## src/sv/satc_pkg.sv

```systemverilog
`default_nettype none

package satc_pkg;

  localparam int MODE_W   = 3;
  localparam int LAMP_W   = 2;
  localparam int LEDS     = 12;
  localparam int CHASE_W  = 13;
  localparam int POS_W    = 4;
  localparam int PWM_W    = 7;
  localparam int BUZZ_W   = 24;
  localparam int GREEN_W  = 15;
  localparam int CFG_IDX_W  = 3;
  localparam int CFG_DATA_W = 8;

  localparam int BUZZ_SCALE         = 100;
  localparam int GREEN_NORMAL_HALF  = 10000;
  localparam int GREEN_SETTING_HALF = 2000;

  localparam int CHASE_BASE  = 5030;
  localparam int CHASE_STEP  = 50;
  localparam int CHASE_WRAP  = 13;
  localparam int PWM_PERIOD  = 100;
  localparam int SPEED_MAX   = 100;
  localparam int BRIGHT_RST  = 100;
  localparam int GROUPS_RST  = 1;

  localparam logic [MODE_W-1:0] MODE_PRESTART = 3'd0;
  localparam logic [MODE_W-1:0] MODE_SETTING  = 3'd1;
  localparam logic [MODE_W-1:0] MODE_NORMAL   = 3'd2;
  localparam logic [MODE_W-1:0] MODE_RED      = 3'd3;
  localparam logic [MODE_W-1:0] MODE_YELLOW   = 3'd4;
  localparam logic [MODE_W-1:0] MODE_GREEN    = 3'd5;

  localparam logic [LAMP_W-1:0] LAMP_NONE   = 2'd0;
  localparam logic [LAMP_W-1:0] LAMP_RED    = 2'd1;
  localparam logic [LAMP_W-1:0] LAMP_YELLOW = 2'd2;
  localparam logic [LAMP_W-1:0] LAMP_GREEN  = 2'd3;

  typedef enum logic [CFG_IDX_W-1:0] {
    REG_GROUP_COUNT = 3'd0,
    REG_CHASE_SPEED = 3'd1,
    REG_BRIGHTNESS  = 3'd2,
    REG_BUZZ_ON     = 3'd3,
    REG_BUZZ_OFF    = 3'd4,
    REG_BUZZ_EN     = 3'd5,
    REG_RELAY_EN    = 3'd6
  } reg_idx_t;

  typedef struct packed {
    logic [2:0] group_count;
    logic [6:0] speed;
    logic [6:0] brightness;
    logic [7:0] buzz_on;
    logic [7:0] buzz_off;
    logic [2:0] buzz_en;
    logic [2:0] relay_en;
  } cfg_t;

  typedef struct packed {
    logic [LAMP_W-1:0] lamp;
    logic [LEDS-1:0]   led_mask;
    logic              buzzer_drive;
    logic              volume_max;
    logic              center_green;
    logic              relay;
  } result_t;

  // evenly spaced group of lit leds, rotated so the first sits at pos
  function automatic logic [LEDS-1:0] ring_pattern(input logic [POS_W-1:0] pos,
                                                   input logic [2:0] groups);
    logic [LEDS-1:0]   base;
    logic [2*LEDS-1:0] twice;
    logic [POS_W-1:0]  rot;
    case (groups)
      3'd1:    base = 12'b0000_0000_0001;
      3'd2:    base = 12'b0000_0100_0001;
      3'd3:    base = 12'b0001_0001_0001;
      3'd4:    base = 12'b0010_0100_1001;
      default: base = '0;
    endcase
    rot   = pos - POS_W'(1);
    twice = {base, base} << rot;
    if (pos == '0 || pos > POS_W'(LEDS)) begin
      return '0;
    end
    return twice[2*LEDS-1:LEDS];
  endfunction

endpackage

`default_nettype wire

```

## src/sv/satc_core.sv

```systemverilog
`default_nettype none

module satc_core (
  input  wire logic                         clk,
  input  wire logic                         rst_n,
  input  wire logic                         step,
  input  wire logic [satc_pkg::MODE_W-1:0]  work_mode,
  input  wire logic                         loud,
  input  wire satc_pkg::cfg_t               cfg,
  output satc_pkg::result_t                 res
);
  import satc_pkg::*;

  localparam logic [GREEN_W-1:0] NORMAL_HALF  = GREEN_W'(GREEN_NORMAL_HALF);
  localparam logic [GREEN_W-1:0] NORMAL_FULL  = GREEN_W'(2 * GREEN_NORMAL_HALF);
  localparam logic [GREEN_W-1:0] SETTING_HALF = GREEN_W'(GREEN_SETTING_HALF);
  localparam logic [GREEN_W-1:0] SETTING_FULL = GREEN_W'(2 * GREEN_SETTING_HALF);

  logic [CHASE_W-1:0] chase_wait_r, chase_wait_nxt;
  logic [POS_W-1:0]   chase_pos_r, chase_pos_nxt;
  logic [LEDS-1:0]    led_pattern_r, led_pattern_nxt;
  logic [PWM_W-1:0]   pwm_phase_r, pwm_phase_nxt;
  logic [LAMP_W-1:0]  lamp_r, lamp_nxt;
  logic [BUZZ_W-1:0]  buzz_phase_r, buzz_phase_nxt;
  logic               drive_r, drive_nxt;
  logic               volume_r, volume_nxt;
  logic [GREEN_W-1:0] green_phase_r, green_phase_nxt;
  logic               green_r, green_nxt;

  logic               colour;
  logic [2:0]         colour_bit;
  logic [CHASE_W-1:0] period;
  logic [PWM_W-1:0]   pwm_inc;
  logic [BUZZ_W-1:0]  on_count, end_count, buzz_inc;
  logic [GREEN_W-1:0] green_inc, half, full;

  always_comb begin
    colour = work_mode inside {[MODE_RED:MODE_GREEN]};
    case (work_mode)
      MODE_RED:    colour_bit = 3'b001;
      MODE_YELLOW: colour_bit = 3'b010;
      MODE_GREEN:  colour_bit = 3'b100;
      default:     colour_bit = 3'b000;
    endcase

    // chase
    chase_wait_nxt  = chase_wait_r;
    chase_pos_nxt   = chase_pos_r;
    led_pattern_nxt = led_pattern_r;
    period = CHASE_W'(CHASE_BASE) - CHASE_W'(cfg.speed) * CHASE_W'(CHASE_STEP);
    if (work_mode inside {[MODE_PRESTART:MODE_NORMAL]}) begin
      led_pattern_nxt = '0;
    end else if (chase_wait_r >= period) begin
      chase_pos_nxt = chase_pos_r + POS_W'(1);
      if (chase_pos_nxt >= POS_W'(CHASE_WRAP)) begin
        chase_pos_nxt = POS_W'(1);
      end
      if (cfg.speed != '0) begin
        led_pattern_nxt = ring_pattern(chase_pos_nxt, cfg.group_count);
      end
      chase_wait_nxt = '0;
    end else begin
      chase_wait_nxt = chase_wait_r + CHASE_W'(1);
    end

    // lamp pwm
    pwm_inc       = pwm_phase_r + PWM_W'(1);
    pwm_phase_nxt = pwm_inc;
    lamp_nxt      = lamp_r;
    if (pwm_inc > cfg.brightness) begin
      lamp_nxt = LAMP_NONE;
    end else begin
      case (work_mode)
        MODE_RED:    lamp_nxt = LAMP_RED;
        MODE_YELLOW: lamp_nxt = LAMP_YELLOW;
        MODE_GREEN:  lamp_nxt = LAMP_GREEN;
        default:     lamp_nxt = lamp_r;
      endcase
    end
    if (pwm_inc >= PWM_W'(PWM_PERIOD)) begin
      pwm_phase_nxt = '0;
    end

    // buzzer
    on_count  = BUZZ_W'(cfg.buzz_on) * BUZZ_W'(BUZZ_SCALE);
    end_count = BUZZ_W'({1'b0, cfg.buzz_on} + {1'b0, cfg.buzz_off}) * BUZZ_W'(BUZZ_SCALE);
    buzz_inc       = buzz_phase_r + BUZZ_W'(1);
    buzz_phase_nxt = buzz_phase_r;
    drive_nxt      = drive_r;
    volume_nxt     = volume_r;
    if (colour && (cfg.buzz_en & colour_bit) != 3'b000) begin
      buzz_phase_nxt = buzz_inc;
      if (buzz_inc == on_count) begin
        drive_nxt  = 1'b0;
        volume_nxt = 1'b1;
      end
      if (buzz_inc >= end_count) begin
        buzz_phase_nxt = '0;
        if (loud) begin
          drive_nxt = 1'b1;
        end else begin
          volume_nxt = 1'b0;
        end
      end
    end else begin
      drive_nxt  = 1'b0;
      volume_nxt = 1'b1;
    end

    // center green blink
    half            = (work_mode == MODE_NORMAL) ? NORMAL_HALF : SETTING_HALF;
    full            = (work_mode == MODE_NORMAL) ? NORMAL_FULL : SETTING_FULL;
    green_inc       = green_phase_r + GREEN_W'(1);
    green_phase_nxt = green_phase_r;
    green_nxt       = 1'b0;
    if (work_mode == MODE_NORMAL || work_mode == MODE_SETTING) begin
      green_phase_nxt = green_inc;
      green_nxt       = green_r;
      if (green_inc == half) begin
        green_nxt = 1'b1;
      end
      if (green_inc >= full) begin
        green_phase_nxt = '0;
        green_nxt       = 1'b0;
      end
    end

    res.lamp         = lamp_nxt;
    res.led_mask     = led_pattern_nxt;
    res.buzzer_drive = drive_nxt;
    res.volume_max   = volume_nxt;
    res.center_green = green_nxt;
    res.relay        = colour && (cfg.relay_en & colour_bit) != 3'b000;
  end

  always_ff @(posedge clk) begin
    if (!rst_n) begin
      chase_wait_r  <= '0;
      chase_pos_r   <= '0;
      led_pattern_r <= '0;
      pwm_phase_r   <= '0;
      lamp_r        <= LAMP_NONE;
      buzz_phase_r  <= '0;
      drive_r       <= 1'b0;
      volume_r      <= 1'b1;
      green_phase_r <= '0;
      green_r       <= 1'b0;
    end else if (step) begin
      chase_wait_r  <= chase_wait_nxt;
      chase_pos_r   <= chase_pos_nxt;
      led_pattern_r <= led_pattern_nxt;
      pwm_phase_r   <= pwm_phase_nxt;
      lamp_r        <= lamp_nxt;
      buzz_phase_r  <= buzz_phase_nxt;
      drive_r       <= drive_nxt;
      volume_r      <= volume_nxt;
      green_phase_r <= green_phase_nxt;
      green_r       <= green_nxt;
    end
  end

endmodule

`default_nettype wire

```

## src/sv/signal_annunciator_tick_controller.sv

```systemverilog
// Signal annunciator tick controller.
// Each word on the in_ channel is one timer tick carrying the work mode and
// the loud flag; each tick produces exactly one word on the out_ channel with
// the lamp, the 12-led chase mask, buzzer drive and volume, the center green
// led and the relay.
// Both channels handshake with valid and stall: a word moves on a rising edge
// with valid high and stall low. Configuration registers are written through
// cfg_valid/cfg_ready (always ready) by index; the user must write them only
// while no tick is in flight, which the block itself does not enforce.
// Throughput is one tick per cycle while in_stall is low, set by the single
// state update between the state registers and the output register.
// A two-deep output (output register plus skid word) keeps taking ticks while
// the receiver stalls; in_stall rises only once both hold a word, and is
// registered, so it never depends on out_stall in the same cycle.
// Synchronous reset (rst_n low) clears all counters, turns volume to maximum,
// empties the output and restores the register defaults.
`default_nettype none

module signal_annunciator_tick_controller (
  input  wire logic                             clk,
  input  wire logic                             rst_n,
  input  wire logic                             in_valid,
  output logic                                  in_stall,
  input  wire logic [satc_pkg::MODE_W-1:0]      in_work_mode,
  input  wire logic                             in_loud,
  output logic                                  out_valid,
  input  wire logic                             out_stall,
  output logic [satc_pkg::LAMP_W-1:0]           out_lamp,
  output logic [satc_pkg::LEDS-1:0]             out_led_mask,
  output logic                                  out_buzzer_drive,
  output logic                                  out_volume_max,
  output logic                                  out_center_green,
  output logic                                  out_relay,
  input  wire logic                             cfg_valid,
  output logic                                  cfg_ready,
  input  wire logic [satc_pkg::CFG_IDX_W-1:0]   cfg_index,
  input  wire logic [satc_pkg::CFG_DATA_W-1:0]  cfg_data
);
  import satc_pkg::*;

  cfg_t    cfg_r;
  result_t step_res;
  result_t out_res_r;
  result_t skid_res_r;
  logic    out_valid_r;
  logic    skid_valid_r;
  logic    in_acc;
  logic    out_take;
  logic    out_free;

  assign cfg_ready = 1'b1;
  assign in_stall  = skid_valid_r;
  assign in_acc    = in_valid && !skid_valid_r;
  assign out_take  = out_valid_r && !out_stall;
  assign out_free  = out_take || !out_valid_r;

  always_ff @(posedge clk) begin
    if (!rst_n) begin
      cfg_r.group_count <= 3'(GROUPS_RST);
      cfg_r.speed       <= '0;
      cfg_r.brightness  <= 7'(BRIGHT_RST);
      cfg_r.buzz_on     <= '0;
      cfg_r.buzz_off    <= '0;
      cfg_r.buzz_en     <= '0;
      cfg_r.relay_en    <= '0;
    end else if (cfg_valid && cfg_ready) begin
      case (cfg_index)
        REG_GROUP_COUNT: cfg_r.group_count <= cfg_data[2:0];
        REG_CHASE_SPEED: begin
          // speed saturates so the step period stays positive
          if (cfg_data[6:0] > 7'(SPEED_MAX)) begin
            cfg_r.speed <= 7'(SPEED_MAX);
          end else begin
            cfg_r.speed <= cfg_data[6:0];
          end
        end
        REG_BRIGHTNESS:  cfg_r.brightness <= cfg_data[6:0];
        REG_BUZZ_ON:     cfg_r.buzz_on    <= cfg_data;
        REG_BUZZ_OFF:    cfg_r.buzz_off   <= cfg_data;
        REG_BUZZ_EN:     cfg_r.buzz_en    <= cfg_data[2:0];
        REG_RELAY_EN:    cfg_r.relay_en   <= cfg_data[2:0];
        default:         ;
      endcase
    end
  end

  satc_core u_core (
    .clk       (clk),
    .rst_n     (rst_n),
    .step      (in_acc),
    .work_mode (in_work_mode),
    .loud      (in_loud),
    .cfg       (cfg_r),
    .res       (step_res)
  );

  always_ff @(posedge clk) begin
    if (!rst_n) begin
      out_valid_r  <= 1'b0;
      skid_valid_r <= 1'b0;
    end else if (out_free) begin
      if (skid_valid_r) begin
        out_valid_r  <= 1'b1;
        skid_valid_r <= 1'b0;
      end else begin
        out_valid_r <= in_acc;
      end
    end else if (in_acc) begin
      skid_valid_r <= 1'b1;
    end
  end

  // output word loads from the skid word first, else straight from the core
  always_ff @(posedge clk) begin
    if (out_free) begin
      out_res_r <= skid_valid_r ? skid_res_r : step_res;
    end
    if (in_acc && !out_free) begin
      skid_res_r <= step_res;
    end
  end

  assign out_valid        = out_valid_r;
  assign out_lamp         = out_res_r.lamp;
  assign out_led_mask     = out_res_r.led_mask;
  assign out_buzzer_drive = out_res_r.buzzer_drive;
  assign out_volume_max   = out_res_r.volume_max;
  assign out_center_green = out_res_r.center_green;
  assign out_relay        = out_res_r.relay;

endmodule

`default_nettype wire

```

## config.mk

```make
export PLATFORM = sky130hd
export DESIGN_NAME = signal_annunciator_tick_controller
export DESIGN_NICKNAME = d
export VERILOG_FILES = /design/src/sv/satc_pkg.sv /design/src/sv/satc_core.sv /design/src/sv/signal_annunciator_tick_controller.sv
export SDC_FILE = /design/constraint.sdc
export NUM_CORES = 1
export LEC_CHECK = 0
export CORE_ASPECT_RATIO = 0.5
export CORE_UTILIZATION = 45
export CTS_CLUSTER_DIAMETER = 60
export DETAILED_ROUTE_END_ITERATION = 12
export DONT_BUFFER_PORTS = 1
export PLACE_DENSITY = 0.64
export SLEW_MARGIN = 5
export SYNTH_ARGS = -nofsm -noshare
export SYNTH_HDL_FRONTEND = slang
export SYNTH_SLANG_ARGS = --single-unit
```

## constraint.sdc

```tcl
create_clock -name clk -period 7.4 [get_ports clk]
set_input_delay 0.37 -clock clk [delete_from_list [all_inputs] [get_ports clk]]
set_output_delay 0.37 -clock clk [all_outputs]
set_load 0.02 [all_outputs]
```

==> results.toml <==
[yosys]
synth_top_area_cell = "dfxtp_1"
yosysSeqAreaShare = 0.300
yosysWarnings = 0
syn_nets = 1513
ys.flop_type = "dfxtp_1"
ys_types = 85
synth-seq-cells = 157
avgSynthCellArea_um2 = 8.71
netlist_instances = 1340
synth_top_area_frac = 0.208
synthTopCellsByArea = "dfxtp_1 21%, ha_1 15%, edfxtp_1 9.3%"
netlist_area_mm2 = 0.0117
synth-edff-count = 36
async_flop_share = 0

[setup_path]
cp_max_fo = 8
worst_path_largest_cell_delay_ns = 0.57
critPathSlowestCell = "fa_1"
cp.arrival_ns = 7.14
r2r_end = "u_core.buzz_phase_r[11]"
crit_family = "compound AO/OA/AOI/OAI gates"
cp.depth = 28
end_kind = "flop"
reg2reg_depth = 28
crit_type = "reg2reg"
crit_path_start = "cfg_r[14]"
crit_path_start_kind = "flop"
reg2reg_from = "cfg_r[14]"
crit_path_frequent_cell = "a21oi_1"
crit_required_ns = 7.76
critPathBufInv = 3
crit_end = "u_core.buzz_phase_r[11]"
ff2ff_setup_slack_ns = 0.63

[pwr]
p_clk_frac = 0.443
ir_drop_mv = 0.189
power_switching_uw = 516
seqPwrFrac = 0.469
power_density_mw_per_mm2 = 156
swShare = 0.264
p_leak_nw = 5.54
comb_power_share = 0.088
p_int_mw = 1.44

[timing]
setup_ws_ns = 0.625
whs_ns = 0.0343
slew-limit-headroom = 0.304
drv_slew = 0
tightest_slew_ns = 1.04
timing.fmax_mhz = 148
fin_skew_ns = 0.0224
tns_ns = 0
finalSetupViolCount = 0
grt_setup_unrepaired = "no"
hold_violations = 0
fin_crit_sh = 0.915
finalCriticalPeriod_ns = 6.77

[cells_and_area]
area_growth_pct = 7.17
n_antenna_cell = 0
utilization = 0.494
layout-drive-gt1-share = 0.0574
finalNonFillerCells = 1668
fin_nets = 1484
regArea_mm2 = 0.00350
nFillCells = 2377
multiInputGateArea_mm2 = 0.00757

[status]
outcome = "finished, final reports clean"

[clocking]
clock-sinks = 157
cts_resized = 0
cts_tree = "built"
cts_buffers = 17
cts_hold_buf = 1
htreeDepth = 4
root_buffer = "clkbuf_16"
insertion_delay_ns = 0.45
clk_pin_slew_worst_paths_ns = 0.07
postCtsSetupRepairBufs = 0
cts_buffer_depth = 2

[placed_design]
port-buffer-count = 0
hpwl_mm = 20.3
place_inst = 1635
globalplace.congestion = 0.894
pre_cts_slack_ns = 0.640

[floorplan]
die_h_um = 116
num_rows = 41
die_area_mm2 = 0.0266
core_area_mm2 = 0.0253
start_util = 0.461
die_w_um = 230
design.portCount = 41

[global_route]
grt_first_pass_wirelength_mm = 45.7
grt_pass1_vias = 9120
grt_max_degree = 77
globalRouteTotalUtil = 0.214
grt-ovfl-total = 0
antenna_found_initial = 0

[route]
drc_errors = 0
wl_per_cell_um = 16.4
vias = 9506
viasPerCell = 5.70
dr.pass1.iters = 5
postRouteWirelength_mm = 27.3
drt_iter0_markers = 695
drtAntennaViolNets = 0

[job]
drv_cap = 0

[worst_hold_path]
min_delay_path_depth = 1
min_path_type = "in2reg"
cells by family after synthesis:
| kind of cell | count (synthesis) | share of synthesized area |
|---|---|---|
| simple gates | 437 | 0.191 |
| compound gates | 309 | 0.177 |
| flops | 157 | 0.300 |
| fa+ha+maj | 154 | 0.171 |
| buf+inv | 153 | 0.0511 |
| xor+xnor | 98 | 0.0819 |
| mux | 31 | 0.0268 |
| other cells | 1 | 0.000321 |
power groups by stage:
stage	Clock (mW)	Combinational, mW	Sequential, mW
3_5_place_dp	0	0.170	0.935
4_1_cts	0.880	0.173	0.916
3_3_place_gp	0	0.165	0.935
2_1_floorplan	0	0.136	0.928
5_1_grt	0.916	0.196	0.918
6_report	0.866	0.173	0.916
flip-flops by register name, indices dropped and copies added (netlist names), 4 cells and up:
register,count
skid_res_r,18
out_led_mask,12
u_core.pwm_phase_r,7
u_core.buzz_phase_r,24
cfg_r,39
u_core.chase_pos_r,4
u_core.green_phase_r,15
u_core.chase_wait_r,13
u_core.led_pattern_r,12
area by class of cell:
type,count,share of cell area
Multi-Input combinational cell,1030,0.605
Sequential cell,157,0.280
Clock buffer,20,0.0357
Tap cell,344,0.0344
Inverter,96,0.0288
Clock inverter,12,0.0101
Timing Repair Buffer,9,0.00560
per-layer routing:
metal,part of all wire,GRT usage,vias up
met5,0,0,-
met4,0.015,0.0636,0
met3,0.043,0.0401,33
met2,0.46,0.354,196
met1,0.49,0.285,4544
li1,-,-,4733
how the worst min path moves through the flow:
stage | from | end
detailed placement | rst_n | cfg_r[28]
global placement | rst_n | cfg_r[27]
global route | rst_n | cfg_r[24]
floorplan | cfg_r[10] | cfg_r[10]
CTS | rst_n | cfg_r[36]
finish | rst_n | cfg_r[36]
cells in the mapped netlist, types with 5 or more instances:
cell type,count
o22ai_1,5
and2_1,11
o21bai_1,12
nor3_1,26
o31ai_1,6
a21o_1,22
o21ai_0,54
o21a_1,13
and4_1,6
a2bb2o_1,5
or3_1,11
a22o_1,17
nand3_1,45
nand2_1,130
clkbuf_1,38
nand2b_1,10
fa_1,10
a21oi_1,96
nand3b_1,12
nor3b_1,5
xnor3_1,6
nand4_1,17
edfxtp_1,36
a22oi_1,16
buf_2,15
dfxtp_1,121
o211ai_1,8
and3_1,18
inv_1,96
nor2_1,99
a211oi_1,5
xor2_1,29
xnor2_1,61
ha_1,143
nor4_1,13
nor2b_1,9
mux2i_1,29
per-stage QoR:
stage	power [mW]	cell area (um^2)
6_report	1.95	12500
5_1_grt	2.03	12500
4_1_cts	1.97	12500
3_5_place_dp	1.11	11900
3_3_place_gp	1.10	11900
2_1_floorplan	1.06	11700
worst reg2reg max path, delay by kind of cell (launching register included):
family / cells / cell delay [ns]
buffers and inverters: 3 / 0.39
adder cells (fa/ha/maj): 5 / 1.75
AO/OA/AOI/OAI: 12 / 2.36
XOR/XNOR: 2 / 0.32
AND/OR/NAND/NOR: 6 / 1.53
flip-flops: 1 / 0.36
placed cells by master, fill, tap and decap left out, types with 6 or more instances in the layout:
cell type,n
and3_1,18
nand3b_1,12
ha_1,143
o31ai_1,6
o21bai_1,12
edfxtp_1,36
fa_1,10
nor4_1,13
a21o_1,22
or3_1,11
nand4_1,17
and2_1,11
and4_1,6
o21ai_0,54
nand3_1,45
nand2_1,130
buf_4,8
a21oi_1,96
nand2b_1,10
xnor2_1,61
nor2b_1,9
inv_1,95
clkbuf_16,17
o21a_1,13
xnor3_1,6
xor2_1,29
nor2_1,99
dfxtp_1,121
o211ai_1,8
mux2i_1,29
a22oi_1,16
nor3_1,26
a22o_1,17
(Power assumes the default switching activity.)
